==> src/rtl/kmcd_pkg.sv <==
// kmcd_pkg: shared types, constants and key map for the key matrix change detector
`timescale 1ns / 1ps

package kmcd_pkg;

  localparam int ROW_W   = 5;
  localparam int COL_W   = 3;
  localparam int CODE_W  = 7;
  localparam int SAMPLE_W = 8;
  localparam int ROM_ROWS = 17;
  localparam int ROM_COLS = 8;
  localparam int ROM_DEPTH = ROM_ROWS * ROM_COLS;
  localparam int QUEUE_DEPTH = 4;
  localparam int QPTR_W = $clog2(QUEUE_DEPTH);

  typedef struct packed {
    logic                link_up;
    logic [ROW_W-1:0]    row;
    logic [SAMPLE_W-1:0] column_sample;
  } scan_beat_t;

  typedef struct packed {
    logic [ROW_W-1:0]  event_row;
    logic [COL_W-1:0]  event_column;
    logic [CODE_W-1:0] key_code;
    logic              is_press;
    logic              last;
  } change_beat_t;

  // one row change waiting to be expanded into events
  typedef struct packed {
    logic [ROW_W-1:0]    row;
    logic [SAMPLE_W-1:0] pressed;
    logic [SAMPLE_W-1:0] diff;
  } row_change_t;

  localparam logic [CODE_W-1:0] KEY_ROM [ROM_DEPTH] = '{
    7'h61, 7'h62, 7'h63, 7'h64, 7'h65, 7'h66, 7'h67, 7'h68,
    7'h69, 7'h6A, 7'h6B, 7'h6C, 7'h6D, 7'h6E, 7'h6F, 7'h70,
    7'h71, 7'h72, 7'h73, 7'h74, 7'h75, 7'h76, 7'h77, 7'h78,
    7'h79, 7'h7A, 7'h31, 7'h32, 7'h33, 7'h34, 7'h35, 7'h36,
    7'h37, 7'h38, 7'h39, 7'h30, 7'h2D, 7'h3D, 7'h5B, 7'h5D,
    7'h41, 7'h42, 7'h43, 7'h44, 7'h45, 7'h46, 7'h47, 7'h48,
    7'h49, 7'h4A, 7'h4B, 7'h4C, 7'h4D, 7'h4E, 7'h4F, 7'h50,
    7'h51, 7'h52, 7'h53, 7'h54, 7'h55, 7'h56, 7'h57, 7'h58,
    7'h59, 7'h5A, 7'h21, 7'h40, 7'h23, 7'h24, 7'h25, 7'h5E,
    7'h26, 7'h2A, 7'h28, 7'h29, 7'h5F, 7'h2B, 7'h7B, 7'h7D,
    7'h3B, 7'h3A, 7'h27, 7'h22, 7'h2C, 7'h3C, 7'h2E, 7'h3E,
    7'h2F, 7'h3F, 7'h5C, 7'h7C, 7'h60, 7'h7E, 7'h61, 7'h62,
    7'h63, 7'h64, 7'h65, 7'h66, 7'h67, 7'h68, 7'h69, 7'h6A,
    7'h6B, 7'h6C, 7'h6D, 7'h6E, 7'h6F, 7'h70, 7'h71, 7'h72,
    7'h73, 7'h74, 7'h75, 7'h76, 7'h77, 7'h78, 7'h79, 7'h7A,
    7'h31, 7'h32, 7'h33, 7'h34, 7'h35, 7'h36, 7'h37, 7'h38,
    7'h39, 7'h30, 7'h20, 7'h20, 7'h20, 7'h20, 7'h20, 7'h20
  };

  function automatic logic [CODE_W-1:0] key_code_of(input logic [ROW_W-1:0] row,
                                                    input logic [COL_W-1:0] col);
    logic [ROW_W+COL_W-1:0] idx;
    idx = {row, col};
    if (row >= ROW_W'(ROM_ROWS)) begin
      return '0;
    end
    return KEY_ROM[idx];
  endfunction

endpackage

==> src/rtl/kmcd_if.sv <==
// kmcd_if: valid/ready channel interfaces for row samples and key events
`timescale 1ns / 1ps

interface kmcd_scan_if;
  logic                 valid;
  logic                 ready;
  kmcd_pkg::scan_beat_t data;

  modport source (output valid, output data, input ready);
  modport sink   (input valid, input data, output ready);
endinterface

interface kmcd_change_if;
  logic                   valid;
  logic                   ready;
  kmcd_pkg::change_beat_t data;

  modport source (output valid, output data, input ready);
  modport sink   (input valid, input data, output ready);
endinterface

==> src/rtl/key_matrix_change_detector.sv <==
// key_matrix_change_detector: top level of the key matrix change detector
//
//   channel  dir  payload
//   scan     in   link_up, row, column_sample
//   change   out  event_row, event_column, key_code, is_press, last
//
// a sample is taken whenever the row-change queue has room;
// each changed key then leaves on change one beat per cycle while change
// is ready, up to eight changed keys per row
// reset clears the key state map and the queue
// a stalled change port fills the four-entry queue before scan stalls
`timescale 1ns / 1ps

module key_matrix_change_detector #(
  parameter int ROWS = 17,
  parameter int COLS = 8
) (
  input  logic            clk,
  input  logic            rst,
  kmcd_scan_if.sink       scan,
  kmcd_change_if.source   change
);

  logic                  queue_full;
  logic                  queue_empty;
  logic                  push;
  logic                  pop;
  kmcd_pkg::row_change_t push_entry;
  kmcd_pkg::row_change_t pop_entry;

  kmcd_front #(
    .ROWS (ROWS),
    .COLS (COLS)
  ) u_front (
    .clk        (clk),
    .rst        (rst),
    .scan       (scan),
    .queue_full (queue_full),
    .push       (push),
    .push_entry (push_entry)
  );

  kmcd_queue u_queue (
    .clk        (clk),
    .rst        (rst),
    .push       (push),
    .push_entry (push_entry),
    .full       (queue_full),
    .pop        (pop),
    .empty      (queue_empty),
    .pop_entry  (pop_entry)
  );

  kmcd_back u_back (
    .clk       (clk),
    .rst       (rst),
    .empty     (queue_empty),
    .pop_entry (pop_entry),
    .pop       (pop),
    .change    (change)
  );

endmodule

==> src/rtl/kmcd_front.sv <==
// kmcd_front: accepts row samples, keeps the key state map and queues row changes
`timescale 1ns / 1ps

module kmcd_front #(
  parameter int ROWS = 17,
  parameter int COLS = 8
) (
  input  logic                   clk,
  input  logic                   rst,
  kmcd_scan_if.sink              scan,
  input  logic                   queue_full,
  output logic                   push,
  output kmcd_pkg::row_change_t  push_entry
);

  localparam int RW = (ROWS > 1) ? $clog2(ROWS) : 1;

  logic [COLS-1:0] key_down_map [ROWS];

  logic            accept;
  logic            row_ok;
  logic [RW-1:0]   idx;
  logic [COLS-1:0] pressed;
  logic [COLS-1:0] diff;
  logic            update;

  assign scan.ready = !queue_full;
  assign accept     = scan.valid && scan.ready;
  assign row_ok     = {1'b0, scan.data.row} < (kmcd_pkg::ROW_W + 1)'(ROWS);
  assign idx        = row_ok ? scan.data.row[RW-1:0] : '0;
  assign pressed    = ~scan.data.column_sample[COLS-1:0];
  assign diff       = pressed ^ key_down_map[idx];
  assign update     = accept && scan.data.link_up && row_ok;

  assign push               = update && (diff != '0);
  assign push_entry.row     = scan.data.row;
  assign push_entry.pressed = kmcd_pkg::SAMPLE_W'(pressed);
  assign push_entry.diff    = kmcd_pkg::SAMPLE_W'(diff);

  always_ff @(posedge clk) begin
    if (rst) begin
      for (int r = 0; r < ROWS; r++) begin
        key_down_map[r] <= '0;
      end
    end else if (update) begin
      key_down_map[idx] <= pressed;
    end
  end

endmodule

==> src/rtl/kmcd_queue.sv <==
// kmcd_queue: small fifo of row changes between front and back
`timescale 1ns / 1ps

module kmcd_queue (
  input  logic                  clk,
  input  logic                  rst,
  input  logic                  push,
  input  kmcd_pkg::row_change_t push_entry,
  output logic                  full,
  input  logic                  pop,
  output logic                  empty,
  output kmcd_pkg::row_change_t pop_entry
);

  kmcd_pkg::row_change_t mem [kmcd_pkg::QUEUE_DEPTH];

  logic [kmcd_pkg::QPTR_W-1:0] wr_ptr;
  logic [kmcd_pkg::QPTR_W-1:0] rd_ptr;
  logic [kmcd_pkg::QPTR_W:0]   count;

  assign full      = count == (kmcd_pkg::QPTR_W + 1)'(kmcd_pkg::QUEUE_DEPTH);
  assign empty     = count == '0;
  assign pop_entry = mem[rd_ptr];

  always_ff @(posedge clk) begin
    if (push) begin
      mem[wr_ptr] <= push_entry;
    end
  end

  always_ff @(posedge clk) begin
    if (rst) begin
      wr_ptr <= '0;
      rd_ptr <= '0;
      count  <= '0;
    end else begin
      if (push) begin
        wr_ptr <= wr_ptr + 1'b1;
      end
      if (pop) begin
        rd_ptr <= rd_ptr + 1'b1;
      end
      case ({push, pop})
        2'b10:   count <= count + 1'b1;
        2'b01:   count <= count - 1'b1;
        default: count <= count;
      endcase
    end
  end

endmodule

==> src/rtl/kmcd_back.sv <==
// kmcd_back: expands one row change into key events, lowest column first
`timescale 1ns / 1ps

module kmcd_back (
  input  logic                  clk,
  input  logic                  rst,
  input  logic                  empty,
  input  kmcd_pkg::row_change_t pop_entry,
  output logic                  pop,
  kmcd_change_if.source         change
);

  logic                  cur_valid;
  kmcd_pkg::row_change_t cur;

  logic [kmcd_pkg::COL_W-1:0]    col;
  logic [kmcd_pkg::SAMPLE_W-1:0] rest;
  logic                          fire;
  logic                          done;

  always_comb begin
    col = '0;
    for (int c = kmcd_pkg::SAMPLE_W - 1; c >= 0; c--) begin
      if (cur.diff[c]) begin
        col = kmcd_pkg::COL_W'(c);
      end
    end
  end

  // clear lowest set bit
  assign rest = cur.diff & (cur.diff - 1'b1);
  assign fire = change.valid && change.ready;
  assign done = !cur_valid || (fire && (rest == '0));
  assign pop  = done && !empty;

  assign change.valid             = cur_valid;
  assign change.data.event_row    = cur.row;
  assign change.data.event_column = col;
  assign change.data.key_code     = kmcd_pkg::key_code_of(cur.row, col);
  assign change.data.is_press     = cur.pressed[col];
  assign change.data.last         = rest == '0;

  always_ff @(posedge clk) begin
    if (rst) begin
      cur_valid <= 1'b0;
    end else if (done) begin
      cur_valid <= !empty;
    end
  end

  always_ff @(posedge clk) begin
    if (pop) begin
      cur <= pop_entry;
    end else if (fire) begin
      cur.diff <= rest;
    end
  end

endmodule
==> src/flat_wrapper.sv <==
// flat-port wrapper written by rule: the top's interface ports become plain ports
module key_matrix_change_detector_flat 
#(
  parameter int ROWS = 17,
  parameter int COLS = 8
)
  (clk, rst, scan_valid, scan_data, scan_ready, change_valid, change_data, change_ready);
  kmcd_scan_if scan_i ();
  kmcd_change_if change_i ();
  input  logic clk;
  input  logic rst;
  input wire logic [$bits(scan_i.valid)-1:0] scan_valid;
  input wire logic [$bits(scan_i.data)-1:0] scan_data;
  output wire logic [$bits(scan_i.ready)-1:0] scan_ready;
  output wire logic [$bits(change_i.valid)-1:0] change_valid;
  output wire logic [$bits(change_i.data)-1:0] change_data;
  input wire logic [$bits(change_i.ready)-1:0] change_ready;
  assign scan_i.valid = scan_valid;
  assign scan_i.data = scan_data;
  assign scan_ready = scan_i.ready;
  assign change_valid = change_i.valid;
  assign change_data = change_i.data;
  assign change_i.ready = change_ready;
  key_matrix_change_detector #(.ROWS(ROWS), .COLS(COLS)) u_core (.clk(clk), .rst(rst), .scan(scan_i), .change(change_i));
endmodule
==> config.mk <==
export PLATFORM = sky130hd
export DESIGN_NAME = key_matrix_change_detector_flat
export DESIGN_NICKNAME = d
export VERILOG_FILES = /design/src/rtl/kmcd_pkg.sv /design/src/rtl/kmcd_if.sv /design/src/rtl/key_matrix_change_detector.sv /design/src/rtl/kmcd_front.sv /design/src/rtl/kmcd_queue.sv /design/src/rtl/kmcd_back.sv /design/src/flat_wrapper.sv
export SDC_FILE = /design/constraint.sdc
export NUM_CORES = 1
export LEC_CHECK = 0
export BUFFER_PORTS_ARGS = -buffer_cell sky130_fd_sc_hd__buf_2
export CAP_MARGIN = 20
export CELL_PAD_IN_SITES_DETAIL_PLACEMENT = 1
export CELL_PAD_IN_SITES_GLOBAL_PLACEMENT = 1
export CORE_ASPECT_RATIO = 1.75
export CORE_MARGIN = 1
export CORE_UTILIZATION = 25
export CTS_BUF_LIST = sky130_fd_sc_hd__clkbuf_16
export DETAILED_ROUTE_END_ITERATION = 10
export PLACE_DENSITY_LB_ADDON = 0.1
export SLEW_MARGIN = 20
export SYNTH_ARGS = -nofsm -noshare
export SYNTH_HDL_FRONTEND = slang
export SYNTH_SLANG_ARGS = --single-unit
==> constraint.sdc <==
create_clock -name clk -period 5.24 [get_ports clk]
set_clock_uncertainty 0.05 [all_clocks]
set_input_delay 1.048 -clock clk [delete_from_list [all_inputs] [get_ports clk]]
set_output_delay 1.048 -clock clk [all_outputs]
set_load 0.01 [all_outputs]
# --- Yosys cells after proc, flatten, opt, wreduce, memory -nomap -nowiden ---
# Memory sizes are Yosys's and may differ from the RTL's. A register that Yosys moved wholly into a read port is not among the register bits.
# Cells that the tools add are included.
word_totals:
  mem_bits_rw: 220
  wordCells: 74
  mem_bits_ro: 1792
  memories: 3
  ff_bits: 29
mem_list:
  columns: ["name", "words", "word_bits", "rd", "rd_clocked_by_memory_dff", "write_ports", "line_no", "text"]
  rows:
  - ["(no name shown)", 256, 7, 1, 0, 0, "kmcd_pkg.sv:64", "return KEY_ROM[idx];"]
  - ["u_core.u_front.key_down_map", 17, 8, 1, 0, 17, "kmcd_front.sv:18", "logic [COLS-1:0] key_down_map [ROWS];"]
  - ["u_core.u_queue.mem", 4, 21, 1, 1, 1, "kmcd_queue.sv:15", "kmcd_pkg::row_change_t mem [kmcd_pkg::QUEUE_DEPTH];"]
op_classes:
  order_cmp: 4
  reduce_logical: 17
  bitwise: 4
  eq_ne: 3
  n_mux: 31
  add_sub_neg: 5
op_table:
  columns: ["op", "n"]
  rows:
  - ["$mux W7", 4]
  - ["$mux W3", 8]
  - ["$mux W8", 3]
  - ["$mux W1", 10]
  - ["$mux W5", 2]
  - ["$ge A9 B9 Y1 const B", 1]
  - ["$not A8 Y9", 1]
  - ["$and A8 B8 Y8", 1]
  - ["$logic_not A8 Y1", 1]
  - ["$not A8 Y8", 1]
  - ["$reduce_bool A8 Y1", 1]
  - ["$reduce_or A8 Y1", 1]
  - ["$sub A8 B1 Y8 const B", 1]
  - ["$xor A8 B8 Y8", 1]
  - ["$logic_and A1 B1 Y1", 7]
  - ["$pmux W3 S2", 1]
  - ["$ge A5 B5 Y1 const B", 1]
  - ["$lt A5 B5 Y1 const B", 1]
  - ["$add A2 B1 Y2 const B", 2]
  - ["$lt A3 B4 Y1 const B", 1]
  - ["$mux W2", 2]
  - ["$reduce_bool A2 Y1", 2]
  - ["$add A3 B1 Y3 const B", 1]
  - ["$bmux W1 S3", 1]
  - ["other kinds (7)", 9]

# --- Depth between registers and ports, before layout ---
# Gate-level depths: netlist of the first run.
logic_depth:
  word_depth: 13
  mapped_depth: 17
  mapped_depth_nobuf: 14

# --- Modules after synthesis ---
# Synthesis of the first run repeated with hierarchy kept, for this count alone.
hier_totals:
  cells_unflattened: 963
  hier_area_um2: 12020.3
modules_own_cells:
  columns: ["module", "cells_each", "area_each_um2", "instances"]
  rows:
  - ["kmcd_front", 549, 6461.2, 1]
  - ["kmcd_queue", 156, 3465.8, 1]
  - ["kmcd_back", 258, 2093.3, 1]

# --- Worst setup path before layout of the first run ---
# OpenSTA, ideal clock, no wires.
synth_timing:
  kind: "input to register"
  startpoint: "input port scan_data[8]"
  endpoint: "register u_core.u_queue.count[2] (netlist bit)"
  path_slack_ns: 1.201
  n_path_buf: 1
  t_arrival_ns: 3.919
  stages: 15
  cell_sequence: "buf_6 mux2i_1 a211o_1 a32o_1 a221o_1 xnor2_2 nor2_1 a41oi_4 inv_1 ha_1 inv_1 fa_1 xor2_1 or3_1 a21oi_1"
synth_rtl:
  columns: ["item", "line_no", "text"]
  rows:
  - ["start: declaration", "flat_wrapper.sv:13", "input wire logic [$bits(scan_i.data)-1:0] scan_data;"]
  - ["end signal: assignment", "kmcd_queue.sv:44", "2'b10: count <= count + 1'b1;"]
  - ["end signal: assignment", "kmcd_queue.sv:45", "2'b01: count <= count - 1'b1;"]
  - ["end signal: assignment", "kmcd_queue.sv:46", "default: count <= count;"]
  - ["end: declaration", "kmcd_queue.sv:19", "logic [kmcd_pkg::QPTR_W:0] count;"]

# --- Final worst setup path of the first run ---
layout_timing:
  startpoint: "register u_core.u_back.cur[6] (netlist bit)"
  endpoint: "output port change_data[5]"
layout_via:
  elab_chain_cells: 12
layout_lines:
  columns: ["item", "line_no", "text"]
  rows:
  - ["start: declaration", "kmcd_back.sv:14", "kmcd_pkg::row_change_t cur;"]
  - ["start signal: assignment", "kmcd_back.sv:53", "cur <= pop_entry;"]
  - ["$mux W3 (7 in series)", "kmcd_back.sv:24", "if (cur.diff[c]) begin"]
  - ["$not A8 Y9 (not written as such)", "kmcd_pkg.sv:64", null]
  - ["$mem_v2 Z256 W7", null, null]
  - ["$mux W7 (not written as such) (2 in series)", "kmcd_pkg.sv:64", null]
  - ["$mux W7", "kmcd_pkg.sv:64", null]
  - ["end: declaration", "flat_wrapper.sv:16", "output wire logic [$bits(change_i.data)-1:0] change_data;"]
# Every way passes these cells. The select of a mux whose other input is x is not followed.

==> results.md, run 1 <==
- Worst endpoint data arrival time: 3630 ps
- Die area: 48000 sq um
- Starting Density: 25.5%
- Worst Path Max Fanout: 9
- Most common cell after layout, fill and taps aside: edfxtp_1
- # Post-CTS Setup Buffers: 0
- Commonest cells after routing, fill and taps aside: edfxtp_1, nor2_1, nand2_1
- Total power: 6.29 mW
- DR vias: 7450
- Max_slew headroom: 41.4%
- Final Setup Violations: 0
- Startpoint types: flop
- Synth warnings: 0
- Vias in the first global route: 8271
- Worst setup path end: change_data[5]
- Drt pass-1 iters: 9
- Critical path endpoint category: output port
- Switching share of power: 33.3%
- Filler Cell Count: 4978
- CTS clock-pin slew for the worst setup and hold paths: 70 ps
- DR vias/cell: 4.74
- Terminus of the critical flop-to-flop path: u_core.u_queue.count[2]$_SDFFE_PP0P_
- Initial antenna violation count: 0
- Seq pwr share: 41.1%
- Number of max-cap violations: 0
- Die Height: 289 microns
- Number of CTS-inserted buffers: 25
- Root Driver: clkbuf_16
- Worst reg2reg startpoint: u_core.u_front.key_down_map[11][1]$_SDFFCE_PN0P_
- Syn Area/Cell: 12.8 sq um
- Residual DRC: 5
- Post-synth cell types: 77
- Worst reg2reg path depth: 13
- CTS tree: yes
- CP Class: flop to output port
- Setup TNS: 0 ps
- Internal power: 4.19 mW
- Average routed wire per standard cell: 24.2 microns
- Deepest clock path buffer count: 3
- DP Wirelength: 27.7 mm
- First-pass GRT wire length: 56.3 mm
- Row cnt: 104
- Worst slew pin tran: 871 ps
- Total GRT Usage: 16.1%
- Core area: 46200 sq um
- Post-synth top flop: edfxtp_1
- Post-synth design cell area: 11800 sq um
- Peak supply drop: 0.208 mV
- Synthesis-to-finish area growth: 15.9%
- Critical path startpoint: u_core.u_back.cur[6]$_DFFE_PP_
- RSZ-0062 raised after global routing: false
- Sequential share of the synthesized area: 63.2%
- Failing checks: design-rule violations
- Net Sw Power: 2.09 mW
- Max-slew violations: 0
- I/O Pins: 37
- CTS sink cnt: 251
- Hold Crit Class: flop to flop
- H-tree depth: 1
- Combinational Power Share: 28.8%
- Final hold violations: 0
- Fin util: 29.5%
- Minimum clock period: 4730 ps
- Status: finished, violations left
- N_diodes: 0
- Hold_buf cts: 0
- Share of layout cells above drive strength 1: 18.8%
- Clk network pwr share: 30.1%
- Crit path required time: 4140 ps
- Pin count of the biggest net entering global routing: 33
- R2R setup slack: 1720 ps
- Maximum clock rate: 0.211 GHz
- Total Routed Length: 38.0 mm
- Clk_lat worst skew: 560 ps
- #FFs+latches synth: 251
- Die width: 166 microns
- Routed Antenna Nets: 0
- Post-Syn Instances: 916
- Pwr/cell area: 461 nW/um^2
- Initial DRC count: 433
- Syn_nets: 946
- Post-CTS resize count: 0
- Final worst-path cycle share: 90.3%
- GRT overflow: 0
- Final GP Congestion: 0.823
- Leakage: 4.85 nW
- Async SR Flop Fraction: 0%
- Layout Nets: 1001
- EDFF count, synth: 241
- Port-buffer cells: 36
-- routing by layer --
| layer | vias up | global-route usage (%) | wire length [microns] |
|---|---|---|---|
| li1 | 3491 | - | - |
| met5 | - | 0 | 0 |
| met3 | 61 | 1.42 | 856 |
| met2 | 112 | 34.1 | 22500 |
| met1 | 3786 | 15.4 | 13200 |
| met4 | 0 | 7.24 | 1530 |
-- area by class of cell --
class                   count  area (sq um)  area share [%]
inverters                  35           131           0.963
flip-flops and latches    251          7440            54.5
clock buffers              25           626            4.59
well taps                 583           729            5.35
multi-input cells         569          3890            28.5
repair buffers             89           603            4.42
clock inverters            21           223            1.63
-- state kept, by name, summed over array words and instances (netlist names), named ones only --
name and flops:
u_core.u_front.key_down_map 136, u_core.u_queue.mem 84, u_core.u_back.cur 16, u_core.u_back.change.data 5, u_core.u_queue.count 3, u_core.u_queue.rd_ptr 2, u_core.u_queue.wr_ptr 2, u_core.u_back.change.valid 1
-- cells by family after synthesis --
group | count (synthesis) | share of synthesized area (%)
simple gates | 332 | 12.9
flops | 251 | 63.2
fa+ha+maj | 13 | 1.42
buf+inv | 96 | 3.77
compound gates | 147 | 8.73
mux | 64 | 8.91
xor+xnor | 13 | 1.03
-- per-stage QoR --
stage                     hold WS [ps]  worst slack, ps  instances  area [sq um]
after floorplan                    422             1200        916         11800
after global placement             460             48.5       1527         12800
after detailed placement           465             62.1       1527         12800
after CTS                          476              436       1573         13600
after global routing               500              278       1573         13600
final                              473              509       1573         13600
-- Yosys cell counts, types with 13 or more instances --
cell type / n / share of area (%)
a21oi_1: 32 / 1.4
clkbuf_1: 36 / 1.1
edfxtp_1: 241 / 61
inv_1: 33 / 1.1
mux2i_1: 23 / 2.0
mux4_2: 30 / 5.7
nand2_1: 56 / 1.8
nand2b_1: 25 / 1.3
nor2_1: 175 / 5.6
nor3_1: 16 / 0.68
o21ai_0: 31 / 1.3
o22ai_1: 13 / 0.69
-- critical path, stage by stage (launching register included) --
cell,delay (ps)
edfxtp_1,440
nand2b_1,180
a21oi_1,260
o21ba_2,210
o21ai_2,70
buf_4,190
ha_1,310
and2_1,260
o21ai_0,170
a21oi_1,120
mux4_2,540
mux2i_1,170
buf_2,160
-- worst min path at each step --
stage | cells past startpoint | endpoint | start | slack [ps]
after floorplan | 2 | u_core.u_queue.count[2]$_SDFFE_PP0P_ | u_core.u_queue.count[2]$_SDFFE_PP0P_ | 420
after detailed placement | 2 | u_core.u_queue.count[2]$_SDFFE_PP0P_ | u_core.u_queue.count[2]$_SDFFE_PP0P_ | 470
after global placement | 2 | u_core.u_queue.count[2]$_SDFFE_PP0P_ | u_core.u_queue.count[2]$_SDFFE_PP0P_ | 460
final | 2 | u_core.u_queue.wr_ptr[1]$_SDFFE_PP0P_ | u_core.u_queue.wr_ptr[1]$_SDFFE_PP0P_ | 470
after CTS | 2 | u_core.u_queue.count[2]$_SDFFE_PP0P_ | u_core.u_queue.count[2]$_SDFFE_PP0P_ | 480
after global routing | 2 | u_core.u_queue.count[2]$_SDFFE_PP0P_ | u_core.u_queue.count[2]$_SDFFE_PP0P_ | 500
-- power by group through the flow --
stage               Sequential [mW]  Combinational (mW)  Clock (mW)
global placement               2.63                1.86           0
floorplan                      2.54                1.25           0
global route                   2.61                2.00        2.03
CTS                            2.59                1.87        1.97
finish                         2.58                1.81        1.89
detailed placement             2.63                1.86           0
Note: power is estimated with default switching activity, not from simulation.
==> run 2: changes to the inputs <==
--- a/config.mk
+++ b/config.mk
@@ -14,8 +14,10 @@
 export CORE_UTILIZATION = 25
 export CTS_BUF_LIST = sky130_fd_sc_hd__clkbuf_16
 export DETAILED_ROUTE_END_ITERATION = 10
+export GPL_TIMING_DRIVEN = 0
 export PLACE_DENSITY_LB_ADDON = 0.1
 export SLEW_MARGIN = 20
 export SYNTH_ARGS = -nofsm -noshare
 export SYNTH_HDL_FRONTEND = slang
+export SYNTH_HIERARCHICAL = 1
 export SYNTH_SLANG_ARGS = --single-unit
==> results.md, run 2 <==
- Leakage: 4.71 nW (was 4.85 nW)
- Startpoint types: flop (unchanged)
- I/O Pins: 37 (unchanged)
- Share of layout cells above drive strength 1: 15.4% (was 18.8%)
- CTS clock-pin slew for the worst setup and hold paths: 60 ps (was 70 ps)
- Commonest cells after routing, fill and taps aside: edfxtp_1, nor2_1, buf_2 (was edfxtp_1, nor2_1, nand2_1)
- Post-synth top cells: edfxtp_1, nor2_1, nand2_1, clkbuf_1, o22ai_1 (was edfxtp_1, nor2_1, nand2_1, clkbuf_1, inv_1)
- Worst path bufs/invs: 3 (was 2)
- DR vias/cell: 5.03 (was 4.74)
- Clk network pwr share: 28.5% (was 30.1%)
- Async SR Flop Fraction: 0% (unchanged)
- Drt pass-1 iters: 4 (was 9)
- Average routed wire per standard cell: 26.4 microns (was 24.2 microns)
- Die width: 168 microns (was 166 microns)
- Port-buffer cells: 25 (was 36)
- Internal power: 4.19 mW (about the same)
- Maximum clock rate: 0.200 GHz (was 0.211 GHz)
- Post-synth design cell area: 12000 sq um (was 11800 sq um)
- First-pass GRT wire length: 62.3 mm (was 56.3 mm)
- CTS sink cnt: 251 (unchanged)
- Top post-synthesis cells by area: edfxtp_1, nor2_1, mux4_2, o22ai_1, dfxtp_1 (was edfxtp_1, mux4_2, nor2_1, mux2i_1, nand2_1)
- EDFF count, synth: 241 (unchanged)
- Cell area after layout: 13800 sq um (was 13600 sq um)
- Worst reg2reg startpoint: u_core/u_front/key_down_map[9][0]$_SDFFCE_PN0P_ (was u_core.u_front.key_down_map[11][1]$_SDFFCE_PN0P_)
- Total GRT Usage: 17.7% (was 16.1%)
- Residual DRC: 0 (was 5)
- Final Setup Violations: 0 (unchanged)
- Initial DRC count: 368 (was 433)
- Critical path endpoint category: output port (unchanged)
- Hold_sp: u_core/u_queue/count[1]$_SDFFE_PP0P_ (was u_core.u_queue.wr_ptr[1]$_SDFFE_PP0P_)
- Row cnt: 106 (was 104)
- Layout Nets: 1045 (was 1001)
- Max stage delay on crit path: 460 ps (was 540 ps)
- Number of max-cap violations: 0 (unchanged)
- Number of CTS-inserted buffers: 25 (unchanged)
- # Post-CTS Setup Buffers: 0 (unchanged)
- Worst endpoint data arrival time: 3900 ps (was 3630 ps)
- Final hold violations: 0 (unchanged)
- Pin count of the biggest net entering global routing: 22 (was 33)
- Critical path's slowest cell: a211oi_1 (was mux4_2)
- Deepest clock path buffer count: 3 (unchanged)
- H-tree depth: 1 (unchanged)
- CTS tree: yes (unchanged)
- Crit-path leading delay family: compound AO/OA/AOI/OAI gates (unchanged)
- Worst slew pin tran: 1070 ps (was 871 ps)
- Combinational Power Share: 32.3% (was 28.8%)
- RSZ-0062 raised after global routing: false (unchanged)
- Syn Area/Cell: 12.5 sq um (was 12.8 sq um)
- Synth warnings: 6 (was 0)
- CP cell instances: buf_1, nor3_1, a21boi_2, nor2_4, inv_1, ha_1, o31a_1, a211oi_1, o22ai_1, a22oi_1, buf_2 (was nand2b_1, a21oi_1, o21ba_2, o21ai_2, buf_4, ha_1, and2_1, o21ai_0, a21oi_1, mux4_2, mux2i_1, buf_2)
- Total Routed Length: 42.8 mm (was 38.0 mm)
- Hold_buf cts: 0 (unchanged)
- N_diodes: 0 (unchanged)
- Post-synth top flop: edfxtp_1 (unchanged)
- Die area: 49000 sq um (was 48000 sq um)
- DP Wirelength: 32.5 mm (was 27.7 mm)
- Max-slew violations: 0 (unchanged)
- Die Height: 292 microns (was 289 microns)
- Switching share of power: 34.8% (was 33.3%)
- Pwr/cell area: 468 nW/um^2 (was 461 nW/um^2)
- Most instantiated library cell after synthesis: edfxtp_1 (unchanged)
- Peak supply drop: 0.230 mV (was 0.208 mV)
- Routed Antenna Nets: 0 (unchanged)
- #FFs+latches synth: 251 (unchanged)
- Largest registers: u_core/u_front/key_down_map: 136 flops, u_core/u_queue/mem: 84 flops, u_core/u_back/cur: 16 flops (was u_core.u_front.key_down_map: 136 flops, u_core.u_queue.mem: 84 flops, u_core.u_back.cur: 16 flops)
- Post-synth cell types: 80 (was 77)
- Core area: 47600 sq um (was 46200 sq um)
- Top-area cell type share of the netlist area: 60.2% (was 61.5%)
- Placed cell area: 12900 sq um (was 12800 sq um)
- Root Driver: clkbuf_16 (unchanged)
- Final GP Congestion: 0.908 (was 0.823)
- Starting Density: 25.2% (was 25.5%)
- Synthesis-to-finish area growth: 14.5% (was 15.9%)
- Syn_nets: 994 (was 946)
- Seq pwr share: 39.2% (was 41.1%)
- Hold Crit Class: flop to flop (unchanged)
- Cell taking the most area after synthesis: edfxtp_1 (unchanged)
- Top reg by flops: u_core/u_front/key_down_map (was u_core.u_front.key_down_map)
- Critical path startpoint: u_core/u_back/cur[2]$_DFFE_PP_ (was u_core.u_back.cur[6]$_DFFE_PP_)
- Sequential share of the synthesized area: 61.9% (was 63.2%)
- Status: finished clean (was finished, violations left)
- Minimum clock period: 5000 ps (was 4730 ps)
- Final worst-path cycle share: 95.4% (was 90.3%)
- Crit path required time: 4140 ps (about the same)
- Max FFs per register: 136 (unchanged)
- Max_slew headroom: 29.0% (was 41.4%)
- Vias in the first global route: 8930 (was 8271)
- CP Class: flop to output port (unchanged)
- Post-Syn Instances: 963 (was 916)
- Initial antenna violation count: 0 (unchanged)
- DR vias: 8174 (was 7450)
- Setup TNS: 0 ps (unchanged)
- Net Sw Power: 2.24 mW (was 2.09 mW)
- Worst Path Max Fanout: 10 (was 9)
- Most common cell after layout, fill and taps aside: edfxtp_1 (unchanged)
- Clk_lat worst skew: 540 ps (was 560 ps)
- GRT overflow: 0 (unchanged)
## run 2: kinds of logic (layout without fill, tap and decap cells)
family | after synthesis | count (layout) | share of synthesized area [%]
xor gates and xnor gates | 14 | 14 | 1.02
muxes | 31 | 31 | 4.84
DFF | 251 | 251 | 61.9
and+or+nand+nor | 354 | 354 | 15.3
buffers and inverters | 120 | 187 | 4.88
AOI/OAI and AO/OA | 180 | 180 | 10.6
adders and majority gates | 13 | 13 | 1.42
## run 2: final timing paths
kind / endpoint / slack (ps) / cells after the start
worst max-delay path: change_data[8] / 240 / 11
worst min-delay path: u_core/u_queue/count[1]$_SDFFE_PP0P_ / 480 / 2
worst max register to register: u_core/u_queue/count[2]$_SDFFE_PP0P_ / 1100 / 14
worst min register to register: u_core/u_queue/count[1]$_SDFFE_PP0P_ / 480 / 2
## run 2: final cells by class
| cell class | instances | area (sq um) |
|---|---|---|
| fillers | 5189 | 33900 |
| flip-flops and latches | 251 | 7440 |
| multi-input cells | 592 | 4040 |
| well taps | 594 | 743 |
| clock buffers | 25 | 626 |
| plain buffers | 82 | 444 |
| clock inverters | 18 | 184 |
| repair buffers | 26 | 153 |
| inverters | 36 | 135 |
## run 2: stage by stage
stage | total power, mW | cells | hold slack [ps] | util [%] | worst slack [ps]
floorplan | 3.83 | 963 | 417 | - | 1120
global placement | 4.62 | 1582 | 448 | 27.1 | -971
detailed placement | 4.65 | 1583 | 465 | 27.2 | -624
CTS | 6.53 | 1624 | 481 | 28.9 | 28.4
global route | 6.76 | 1624 | 526 | 28.9 | 10.8
finish | 6.44 | 1624 | 476 | 28.9 | 242
## run 2: routing by layer
layer	track usage, %	wire length (microns)
met4	9.38	2200
met1	15.9	14100
met2	37.4	25600
met5	0	0
met3	1.52	939
## run 2: power by group through the flow
stage	clock network (mW)	registers (mW)	logic, mW
3_5_place_dp	0	2.57	2.09
3_3_place_gp	0	2.57	2.05
2_1_floorplan	0	2.52	1.31
4_1_cts	1.90	2.53	2.10
6_report	1.83	2.52	2.08
5_1_grt	1.95	2.54	2.26
## run 2: tightest hold or removal path: stages, from the launching register on
cell	delay, ps
dfxtp_1	350
a21oi_1	70
nor2_1	70
## run 2: what timing repair did
item                       in CTS  in global routing
gates resized for setup         4                  5
hold endpoints to repair        0                  0
setup endpoints to repair       8                  3
